File: config.mk
export PLATFORM = sky130hd
export DESIGN_NAME = softmax_vector_engine_core
export DESIGN_NICKNAME = d
export VERILOG_FILES = /design/src/rtl/smx_pkg.sv /design/src/rtl/smx_exp.sv /design/src/rtl/smx_div.sv /design/src/rtl/softmax_vector_engine_core.sv
export SDC_FILE = /design/constraint.sdc
export NUM_CORES = 2
export LEC_CHECK = 0
export BUFFER_PORTS_ARGS = -buffer_cell sky130_fd_sc_hd__buf_2
export CAP_MARGIN = 20
export CORE_UTILIZATION = 53
export CTS_BUF_LIST = sky130_fd_sc_hd__clkbuf_4 sky130_fd_sc_hd__clkbuf_8
export DETAILED_ROUTE_END_ITERATION = 8
export PLACE_DENSITY = 0.72
export SYNTH_ARGS = -nofsm -noshare
export SYNTH_HDL_FRONTEND = slang
export SYNTH_HIERARCHICAL = 1
export SYNTH_SLANG_ARGS = --single-unit
File: constraint.sdc
create_clock -name clock -period 8.8 [get_ports clock]
set_input_delay 1.76 -clock clock [delete_from_list [all_inputs] [get_ports clock]]
set_output_delay 1.76 -clock clock [all_outputs]
set_load 0.005 [all_outputs]
File: src/rtl/smx_pkg.sv
`default_nettype none
package smx_pkg;
   localparam int StoreDepth = 64;
   localparam int ValueW = 16;
   localparam int ExpW = 17;
   localparam int SumW = 23;
   localparam int PosW = 6;
   localparam int CntW = 7;
   localparam logic [11:0] ClampLow = 12'd2560;
   localparam logic [16:0] COne = 17'd65536;
   localparam logic [16:0] CHalf = 17'd32768;
   localparam logic [16:0] CSixth = 17'd10918;
   localparam logic [16:0] C24th = 17'd2733;
   localparam logic [16:0] CInvE = 17'd24109;

   typedef struct packed {
      logic signed [15:0] value;
      logic last;
   } req_type;

   typedef struct packed {
      logic [16:0] prob;
      logic [5:0] position;
      logic final_res;
      logic dropped;
   } rsp_type;

   typedef enum logic [2:0] {
      ST_LOAD, ST_EXP_RD, ST_EXP_RUN, ST_DIV_RD, ST_DIV_RUN, ST_OUT
   } state_type;

   typedef enum logic [1:0] {
      EU_IDLE, EU_POLY, EU_SCALE, EU_DONE
   } exp_state_type;
endpackage
`default_nettype wire

File: src/rtl/smx_exp.sv
`default_nettype none
// exp(d) for d <= 0: four horner steps, then one 1/e multiply per integer unit
module smx_exp (
   input wire logic clock,
   input wire logic reset,
   input wire logic start,
   input wire logic signed [16:0] diff,
   output logic done,
   output logic [16:0] result
);
   smx_pkg::exp_state_type state_ff, state_in;
   logic [16:0] e_ff, e_in;
   logic [7:0] g_ff, g_in;
   logic [3:0] n_ff, n_in;
   logic [1:0] step_ff, step_in;
   logic [16:0] a;
   logic [16:0] coef;
   logic [24:0] fprod;
   logic [16:0] fmul;
   logic [33:0] sprod;

   always_comb begin
      if (diff < -$signed({5'd0, smx_pkg::ClampLow})) a = {5'd0, smx_pkg::ClampLow};
      else if (diff > 0) a = '0;
      else a = 17'(-diff);
   end

   always_comb begin
      unique case (step_ff)
         2'd0: coef = smx_pkg::CSixth;
         2'd1: coef = smx_pkg::CHalf;
         default: coef = smx_pkg::COne;
      endcase
      fprod = 25'(e_ff) * 25'(g_ff) + 25'd128;
      fmul = fprod[24:8];
      sprod = 34'(e_ff) * 34'(smx_pkg::CInvE) + 34'd32768;
   end

   always_comb begin
      state_in = state_ff;
      e_in = e_ff;
      g_in = g_ff;
      n_in = n_ff;
      step_in = step_ff;
      unique case (state_ff)
         smx_pkg::EU_IDLE, smx_pkg::EU_DONE: begin
            if (start) begin
               e_in = smx_pkg::C24th;
               g_in = a[7:0];
               n_in = a[11:8];
               step_in = '0;
               state_in = smx_pkg::EU_POLY;
            end else state_in = smx_pkg::EU_IDLE;
         end
         smx_pkg::EU_POLY: begin
            e_in = coef - fmul;
            step_in = step_ff + 2'd1;
            if (step_ff == 2'd3) state_in = smx_pkg::EU_SCALE;
         end
         smx_pkg::EU_SCALE: begin
            if (n_ff == '0) state_in = smx_pkg::EU_DONE;
            else begin
               e_in = sprod[32:16];
               n_in = n_ff - 4'd1;
            end
         end
         default: state_in = smx_pkg::EU_IDLE;
      endcase
   end

   assign done = (state_ff == smx_pkg::EU_DONE);
   assign result = e_ff;

   always_ff @(posedge clock) begin
      if (reset) state_ff <= smx_pkg::EU_IDLE;
      else state_ff <= state_in;
      e_ff <= e_in;
      g_ff <= g_in;
      n_ff <= n_in;
      step_ff <= step_in;
   end
endmodule
`default_nettype wire

File: src/rtl/smx_div.sv
`default_nettype none
// restoring divider, one quotient bit per cycle, rounded to nearest
module smx_div (
   input wire logic clock,
   input wire logic reset,
   input wire logic start,
   input wire logic [16:0] num,
   input wire logic [22:0] den,
   output logic done,
   output logic [16:0] quot
);
   localparam int NumW = 34;
   logic [NumW-1:0] n_ff, n_in;
   logic [23:0] r_ff, r_in;
   logic [NumW-1:0] q_ff, q_in;
   logic [5:0] cnt_ff, cnt_in;
   logic busy_ff, busy_in, done_ff, done_in;
   logic [23:0] rs;

   always_comb begin
      n_in = n_ff;
      r_in = r_ff;
      q_in = q_ff;
      cnt_in = cnt_ff;
      busy_in = busy_ff;
      done_in = 1'b0;
      rs = {r_ff[22:0], n_ff[NumW-1]};
      if (start) begin
         n_in = {num, 16'd0} + NumW'(den >> 1);
         r_in = '0;
         q_in = '0;
         cnt_in = 6'(NumW);
         busy_in = 1'b1;
      end else if (busy_ff) begin
         n_in = n_ff << 1;
         if (rs >= {1'b0, den}) begin
            r_in = rs - {1'b0, den};
            q_in = {q_ff[NumW-2:0], 1'b1};
         end else begin
            r_in = rs;
            q_in = {q_ff[NumW-2:0], 1'b0};
         end
         cnt_in = cnt_ff - 6'd1;
         if (cnt_ff == 6'd1) begin
            busy_in = 1'b0;
            done_in = 1'b1;
         end
      end
   end

   assign done = done_ff;
   assign quot = q_ff[16:0];

   always_ff @(posedge clock) begin
      if (reset) begin
         busy_ff <= 1'b0;
         done_ff <= 1'b0;
      end else begin
         busy_ff <= busy_in;
         done_ff <= done_in;
      end
      n_ff <= n_in;
      r_ff <= r_in;
      q_ff <= q_in;
      cnt_ff <= cnt_in;
   end
endmodule
`default_nettype wire

File: src/rtl/softmax_vector_engine_core.sv
`default_nettype none
// softmax vector engine
// req channel: one signed q8.8 element per transfer, req.last closes the vector
// rsp channel: one transfer per stored element, in input order, carrying the
// q1.16 probability, its position, final_res on the last one and dropped if
// elements beyond VECTOR_LEN were discarded in that vector
// loading takes one cycle per element, the running maximum is updated on entry
// after the last element the element memory is read again, one element at a
// time; exp runs four horner steps plus one 1/e multiply per integer unit of
// the difference, and the results go to the exp memory
// then each exponential is read back and divided by the sum in a bit-serial
// divider; each result is taken on rsp before the next exponential is read
// req_ready is low from the last element until the final result is taken
// a stalled rsp holds the result in the output register and the engine waits
// reset clears count, maximum, sum and overflow flag; memories need no clearing
module softmax_vector_engine_core #(
   parameter int VECTOR_LEN = smx_pkg::StoreDepth
) (
   input wire logic clock,
   input wire logic reset,
   input wire logic req_valid,
   output logic req_ready,
   input wire smx_pkg::req_type req,
   output logic rsp_valid,
   input wire logic rsp_ready,
   output smx_pkg::rsp_type rsp
);
   localparam int AddrW = $clog2(smx_pkg::StoreDepth);

   // element and exponential memories
   logic signed [15:0] elem_mem [smx_pkg::StoreDepth];
   logic [16:0] exp_mem [smx_pkg::StoreDepth];
   logic signed [15:0] elem_rd_ff;
   logic [16:0] exp_rd_ff;

   smx_pkg::state_type state_ff, state_in;
   logic [6:0] count_ff, count_in;
   logic [6:0] idx_ff, idx_in;
   logic signed [15:0] max_ff, max_in;
   logic [22:0] sum_ff, sum_in;
   logic ovf_ff, ovf_in;
   smx_pkg::rsp_type rsp_ff, rsp_in;

   logic accept, stored;
   logic elem_we, exp_we;
   logic [AddrW-1:0] rd_addr;
   logic exp_start, exp_done, div_start, div_done;
   logic [16:0] exp_res, quot;
   logic exp_start_d;
   logic div_go_ff;

   assign accept = req_valid && req_ready;
   assign stored = accept && (count_ff < 7'(VECTOR_LEN));
   assign req_ready = (state_ff == smx_pkg::ST_LOAD);
   assign rsp_valid = (state_ff == smx_pkg::ST_OUT);
   assign rsp = rsp_ff;
   assign rd_addr = idx_ff[AddrW-1:0];

   // next state
   always_comb begin
      state_in = state_ff;
      unique case (state_ff)
         smx_pkg::ST_LOAD:
            if (accept && req.last) state_in = smx_pkg::ST_EXP_RD;
         smx_pkg::ST_EXP_RD: state_in = smx_pkg::ST_EXP_RUN;
         smx_pkg::ST_EXP_RUN:
            if (exp_done) state_in = (idx_ff + 7'd1 == count_ff)
               ? smx_pkg::ST_DIV_RD : smx_pkg::ST_EXP_RD;
         smx_pkg::ST_DIV_RD: state_in = smx_pkg::ST_DIV_RUN;
         smx_pkg::ST_DIV_RUN: if (div_done) state_in = smx_pkg::ST_OUT;
         smx_pkg::ST_OUT:
            if (rsp_ready) state_in = rsp_ff.final_res
               ? smx_pkg::ST_LOAD : smx_pkg::ST_DIV_RD;
         default: state_in = smx_pkg::ST_LOAD;
      endcase
   end

   // datapath control
   always_comb begin
      count_in = count_ff;
      idx_in = idx_ff;
      max_in = max_ff;
      sum_in = sum_ff;
      ovf_in = ovf_ff;
      rsp_in = rsp_ff;
      elem_we = 1'b0;
      exp_we = 1'b0;
      exp_start = 1'b0;
      div_start = 1'b0;
      unique case (state_ff)
         smx_pkg::ST_LOAD: begin
            if (stored) begin
               elem_we = 1'b1;
               count_in = count_ff + 7'd1;
               if (req.value > max_ff) max_in = req.value;
            end else if (accept) ovf_in = 1'b1;
            if (accept && req.last) begin
               idx_in = '0;
               sum_in = '0;
            end
         end
         smx_pkg::ST_EXP_RD: exp_start = 1'b1;
         smx_pkg::ST_EXP_RUN: begin
            if (exp_done) begin
               exp_we = 1'b1;
               sum_in = sum_ff + 23'(exp_res);
               idx_in = (idx_ff + 7'd1 == count_ff) ? 7'd0 : idx_ff + 7'd1;
            end
         end
         smx_pkg::ST_DIV_RD: div_start = 1'b1;
         smx_pkg::ST_DIV_RUN: begin
            if (div_done) begin
               rsp_in.prob = quot;
               rsp_in.position = idx_ff[5:0];
               rsp_in.final_res = (idx_ff + 7'd1 == count_ff);
               rsp_in.dropped = ovf_ff;
            end
         end
         smx_pkg::ST_OUT: begin
            if (rsp_ready) begin
               idx_in = idx_ff + 7'd1;
               if (rsp_ff.final_res) begin
                  count_in = '0;
                  max_in = 16'sh8000;
                  sum_in = '0;
                  ovf_in = 1'b0;
               end
            end
         end
         default: ;
      endcase
   end

   // divider starts once the exp memory read is registered
   always_ff @(posedge clock) begin
      if (reset) div_go_ff <= 1'b0;
      else div_go_ff <= div_start;
   end

   // memories: one write port, one registered read port each
   always_ff @(posedge clock) begin
      if (elem_we) elem_mem[count_ff[AddrW-1:0]] <= req.value;
      elem_rd_ff <= elem_mem[rd_addr];
      if (exp_we) exp_mem[rd_addr] <= exp_res;
      exp_rd_ff <= exp_mem[rd_addr];
   end

   // exp starts once the element read is registered
   always_ff @(posedge clock) begin
      if (reset) exp_start_d <= 1'b0;
      else exp_start_d <= exp_start;
   end

   smx_exp u_exp (
      .clock(clock), .reset(reset), .start(exp_start_d),
      .diff(17'(elem_rd_ff) - 17'(max_ff)),
      .done(exp_done), .result(exp_res)
   );

   smx_div u_div (
      .clock(clock), .reset(reset), .start(div_go_ff),
      .num(exp_rd_ff), .den(sum_ff), .done(div_done), .quot(quot)
   );

   always_ff @(posedge clock) begin
      if (reset) begin
         state_ff <= smx_pkg::ST_LOAD;
         count_ff <= '0;
         idx_ff <= '0;
         max_ff <= 16'sh8000;
         sum_ff <= '0;
         ovf_ff <= 1'b0;
      end else begin
         state_ff <= state_in;
         count_ff <= count_in;
         idx_ff <= idx_in;
         max_ff <= max_in;
         sum_ff <= sum_in;
         ovf_ff <= ovf_in;
      end
      rsp_ff <= rsp_in;
   end

   // no new element while results of a vector are pending
   assert property (@(posedge clock) disable iff (reset)
      rsp_valid |-> !req_ready) else $error("req ready during output");
   // count never exceeds capacity
   assert property (@(posedge clock) disable iff (reset)
      count_ff <= 7'(VECTOR_LEN)) else $error("count above capacity");
   // after the final result the vector state is cleared
   assert property (@(posedge clock) disable iff (reset)
      rsp_valid && rsp_ready && rsp.final_res |=> count_ff == '0 && !ovf_ff)
      else $error("vector state not cleared");
endmodule
`default_nettype wire

## After elaboration in Yosys (flattened, before gate mapping)

Memories as Yosys holds them, arrays and structs flattened. A register that Yosys moved wholly into a read port is not among the register bits.
Cells that the tools add are included.

- Output and inout port bits: 27
- Memory bits (writable): 2112
- Input port bits: 21
- Memories kept: 2
- Logic and storage cells: 162
- Register bits: 199

Memories:

| name | depth | bits a word | rd ports | clocked after Yosys merged registers in | write ports | RTL line | source |
|---|---|---|---|---|---|---|---|
| exp_mem | 64 | 17 | 1 | 1 | 1 | softmax_vector_engine_core.sv:32 | `logic [16:0] exp_mem [smx_pkg::StoreDepth];` |
| elem_mem | 64 | 16 | 1 | 1 | 1 | softmax_vector_engine_core.sv:31 | `logic signed [15:0] elem_mem [smx_pkg::StoreDepth];` |

- Muxes and demuxes: 64
- Multipliers: 2
- Bitwise logic cells: 1
- Reduce and logical (&&, ||, !) cells: 27
- Add/subtract/negate cells: 13
- Equality and inequality tests: 25
- Magnitude comparators: 5

Operators by type and width:

| kind | number |
|---|---|
| $mux 23 | 5 |
| $pmux 23 s3 | 1 |
| $mux 34 | 2 |
| $mux 16 | 4 |
| $pmux 17 s3 | 1 |
| $mux 7 | 7 |
| $add 33x22->34 | 1 |
| $mux 17 | 2 |
| $pmux 17 s2 | 1 |
| $add 32x16->33 const B | 1 |
| $mul 17x15->32 const B | 1 |
| $pmux 16 s2 | 1 |
| $add 25x8->25 const B | 1 |
| $mul 17x8->25 | 1 |
| $ge 24x23->1 | 1 |
| $mux 12 | 2 |
| $add 23x17->23 | 1 |
| $sub 23x23->23 | 1 |
| $pmux 7 s3 | 1 |
| $mux 1 | 20 |
| $ne 2x1->1 const B | 9 |
| $pmux 3 s6 | 1 |
| $gt 17x1->1 const B | 1 |
| $lt 17x13->1 const B | 1 |
| 38 further kinds | 70 |

## Longest topological paths before layout

- Depth in word-level cells: 7
- Gate-level depth with buffers: 28
- Mapped depth without buffers: 26

## Hierarchy

The synthesis kept the hierarchy.

By module, submodules not included:

| module | instances | area an instance (um2) | cells each | sequential area each (um2) |
|---|---|---|---|---|
| softmax_vector_engine_core | 1 | 87680.3 | 4980 | 66013.3 |
| smx_exp | 1 | 11096.9 | 1143 | 970.9 |
| smx_div | 1 | 4912.2 | 522 | 1981.9 |

## Worst setup path before layout

Ideal clock, no wire load.

- Kind: register to register
- Start: register u_exp.e_ff[1], in the netlist u_exp/result[1]
- End: register u_exp.e_ff[15], in the netlist u_exp/result[15], data pin
- Arrival: 6.878 ns
- Library setup time: 0.135 ns
- Data required time: 8.665 ns
- Stages on the path, launching flop included: 24
- Setup slack: 1.787 ns
- Path through: edfxtp_1 -> and2_1 -> fa_1 -> fa_1 -> fa_1 -> inv_1 -> fa_1 -> inv_1 -> ha_1 -> a211oi_2 -> o21bai_2 -> a21o_1 -> nor3_1 -> o21ai_0 -> a21oi_1 -> xor2_1 -> ha_1 -> o2111ai_1 -> a2bb2oi_1 -> a22oi_1 -> nor3b_2 -> a21oi_1 -> or4_1 -> nand3_1

- Cells in the longest elaborated chain, start to end: 4
- Elaborated cells between the ends (all ways): 7
- Those cells by class: 3 x add/sub; 2 x mul; 2 x mux

RTL lines:

| what | RTL line | source |
|---|---|---|
| from (decl) | smx_exp.sv:12 | `logic [16:0] e_ff, e_in;` |
| from (signal assigned) | smx_exp.sv:77 | `e_ff <= e_in;` |
| $mul 17x8->25 or $mul 17x15->32 (tied branches) | smx_exp.sv:34, smx_exp.sv:36 |  |
| $add 25x8->25 or $add 32x16->33 (tied branches) | smx_exp.sv:34, smx_exp.sv:36 |  |
| $sub 17x17->17 or $mux 17 (tied branches) | smx_exp.sv:56, smx_exp.sv:61 |  |
| $pmux 17 s3 * | smx_exp.sv:45 | `unique case (state_ff)` |
| via u_exp.e_in[15] | smx_exp.sv:12 |  |

Mark *: on every way through the listed nets, which the timed path passes. The rest lies on a longest branch. The select of a mux whose other input is x is not followed.
A chain may end at the register's enable or synchronous reset.

## Final worst setup path

- Start: register u_exp.e_ff[6], in the netlist u_exp/result[6]
- End: register u_exp.e_ff[16], in the netlist u_exp/result[16], data pin

Same word-level chain as after synthesis.

==> results.md <==
* Count of final max-slew check failures at 0
* Hold Slack at around 0.44 ns
* Detailed-placement wirelength estimate at 184,000 microns
* Placeable Area at 193,400 sq um
* Synthesized instance count at 6,645
* Number of core rows at roughly 160
* Synth top area cells: edfxtp_1 64%, mux4_2 3.8%, fa_1 3.6%
* CP arrival at between 8 and 9 ns
* Slowest stage delay, CP at roughly 0.86 ns
* DIE HEIGHT at 444.3 microns
* Synth Warn # at 6
* Clock slew at reported path FFs at 0.06 ns
* Flop and latch count out of synthesis at 2,344
* Starting density of the core at about 54%
* Post-synth net total at roughly 7,000
* Vias in the first global route at 63,660
* Inserted Clock Buffers at approximately 380
* Peak fanout along the critical path at 19
* Critical setup path kind: flop to flop
* Mapped Area at 103,700 sq um
* H-tree levels at 5
* Area Overhead vs Synth at 11.14%
* CTS tree: built
* Share of the clock period used by the worst path after layout at 82.46%
* Count of buffers added by post-CTS timing repair for setup at 0
* Remaining antenna violation count after routing at 0
* Drt initial violations at approximately 8,400
* Element type at the critical path end: flop
* Family of cells with the greatest summed delay on the critical path: adder cells
* Type of origin of the critical path: flop
* Number of resized instances in the post-cts repair step at 0
* DRC violations left at 0
* Number of sinks driven by the clock tree at around 2,300
* Clock latency on the worst-skew pair at 1.09 ns
* Commonest non-fill, non-tap cells in the layout: 2,202 x edfxtp_1, 398 x nor2_1, 398 x clkbuf_8
* Result of the run: finished, final reports clean
* NumNets Final at 7,482
* Worst slew slack as a fraction of its limit at 2.718%
* Wire length per cell at slightly above 30 microns
* Data required time at the worst endpoint at 9.61 ns
* Die Width at 444.3 microns
* Wire length of the first global-routing pass at 434,000 microns
* Transition time at the pin with the least slew margin at 1.459 ns
* Remaining Overflow, GRT at 0
* Most common library cell in the layout ignoring fill and taps: edfxtp_1
* Final hold violation count at 0
* Number of vias after detailed routing at 63,870
* Drt pass-1 iters at 8
* Placer's final routability congestion estimate at 0.9546
* Number of filler instances in the final layout at 14,250
* RSZ-0062 raised after global routing: no
* Full die area at 197,400 sq um
* Number of synthesized flops with an enable pin at around 2,200
* Final standard cell utilization of the core at 59.59%
* Stages on worst setup path at 23
* Type of the tightest min-delay check: flop to flop
* Sequential element share of the synthesized area at between 60% and 70%
* Worst path cell trace: and2_1 > fa_1 > fa_1 > fa_1 > inv_1 > fa_1 > inv_1 > ha_1 > a211oi_2 > o21bai_2 > a21o_1 > nor3_1 > o21ai_0 > nor2_1 > xor2_1 > ha_1 > and2_1 > a311oi_1 > a22oi_1 > nor3b_2 > a2111oi_0 > a311oi_1 > o221ai_1
* Number of hold buffers added after cts at 0
* Post-synthesis async set-or-reset flop share at 0%
* Library cell appearing most often on the critical path: fa_1
* Root Buffer: clkbuf_8
* Main synth FF type: edfxtp_1
* Sum of negative setup slack at 0 ns
* Pin count of the biggest net entering global routing at 110
* Share of Yosys cell area claimed by the top area cell type at 63.77%
* Number of cells traversed by the worst hold path at 0
* Leading area contributor after synthesis: edfxtp_1
* Overall routed net length at approximately 300,000 microns
* Share of post-route cells with drive strength above 1 at 19.27%
* Via/cell ratio at 6.507
* Number of buffer and inverter stages on the critical path at 2
* F_max at 137.8 MHz
* Num ports at 48
* Clock Skews at 0.1074 ns
* Maximum buffer depth of the clock tree at 4
* Max-Cap Viols at 0
* Buffers on Ports at between 40 and 50
* Final Critical Period at about 7.3 ns
* GRT Resource Usage Total at 30.20%
* Count of cell types in the netlist at 102
* Synth Area per Inst at 15.60 sq um
* Total setup violations reported at the end of the flow at 0
* Number of cell instances on the worst register-to-register path at 23
* Slowest stage cell, crit path: edfxtp_1
* Antenna violations before repair at 16
-- logic make-up (layout without fill, tap and decap cells) --
logic type,Yosys count,in the layout,synth area share (%)
fa+ha+maj,466,466,6.970
simple gates,1119,1119,5.167
compound gates,1319,1319,9.088
buf+inv,667,1304,3.019
flops,2344,2344,66.51
xor+xnor,120,120,1.014
mux,610,610,8.231
other cells,0,8,0
-- layout make-up --
cell class	count	area, sq um	share of cell area (%)
timing repair buffer	325	2705	2.347
clock inverter	142	904.6	0.7850
sequential	2344	68980	59.86
tap	2526	3161	2.743
inverter	311	1179	1.023
antenna	8	20.02	0.01737
clock buffer	526	6439	5.587
multi-input combinational	3634	31850	27.64
-- flip-flops by register name, indices dropped and copies added, names as in the netlist --
signal / count
u_div/busy_ff: 1
u_div/n_ff: 34
sum_ff: 23
u_div/r_ff: 23
u_exp/g_ff: 8
u_div/q_ff: 17
u_exp/result: 17
rsp: 25
u_div/done: 1
exp_start_d: 1
ovf_ff: 1
u_exp/step_ff: 2
u_exp/state_ff: 2
elem_mem: 1024
exp_rd_ff: 17
state_ff: 3
u_div/cnt_ff: 6
idx_ff: 7
exp_mem: 1088
max_ff: 16
u_exp/n_ff: 4
count_ff: 7
elem_rd_ff: 16
div_go_ff: 1
-- stage by stage --
stage                     instances  setup slack, ns  area (sq um)
after global placement         9117            1.728        107400
final                          9816            1.544        115200
after floorplan                6645            1.787        103700
after CTS                      9802            1.512        115100
after global routing           9812            1.066        115200
after detailed placement       9134            1.604        107800
-- synthesized netlist by cell type (18+ instances only) --
library cell	n
a211oi_1	40
a21o_1	32
a21oi_1	293
a221o_1	27
a221oi_1	292
a22o_1	47
a22oi_1	88
and2_1	120
and3_1	24
buf_1	38
buf_2	106
buf_4	50
buf_6	37
clkbuf_1	122
dfxtp_1	142
edfxtp_1	2202
fa_1	186
ha_1	280
inv_1	308
mux2_2	172
mux2i_1	253
mux4_2	176
nand2_1	201
nand2b_1	28
nand3_1	70
nand3b_1	24
nor2_1	461
nor2b_1	28
nor3_1	44
o211ai_1	18
o21a_1	22
o21ai_0	145
o221ai_1	21
o22ai_1	127
or4_1	22
xnor2_1	66
xor2_1	54
-- final timing paths --
check / slack (ns) / start / end
setup / recovery: 1.54 / u_exp/result[6] / u_exp/result[16]
hold / removal: 0.44 / u_div/q_ff[16] / rsp[24]
setup reg to reg: 1.54 / u_exp/result[6] / u_exp/result[16]
hold reg to reg: 0.44 / u_div/q_ff[16] / rsp[24]
-- metal layers --
metal  track usage, %  up-vias  share of wire (%)
met4            15.91       14                6.0
met2            46.75     4237                 46
met5                0        -              0.033
met1            39.74    32030                 37
li1                 -    26720                  -
met3            7.271      865                 12
-- worst register-to-register path, cell delays in order, from the launching register on --
cell and delay (ns):
edfxtp_1 0.86, and2_1 0.24, fa_1 0.44, fa_1 0.50
fa_1 0.56, inv_1 0.06, fa_1 0.53, inv_1 0.04
ha_1 0.37, a211oi_2 0.32, o21bai_2 0.18, a21o_1 0.26
nor3_1 0.31, o21ai_0 0.19, nor2_1 0.14, xor2_1 0.18
ha_1 0.31, and2_1 0.18, a311oi_1 0.29, a22oi_1 0.15
nor3b_2 0.20, a2111oi_0 0.48, a311oi_1 0.10, o221ai_1 0.21
Power is left out: the tool's default activity adds up to more than one toggle a clock period on the data nets, which glitch-free logic cannot reach.
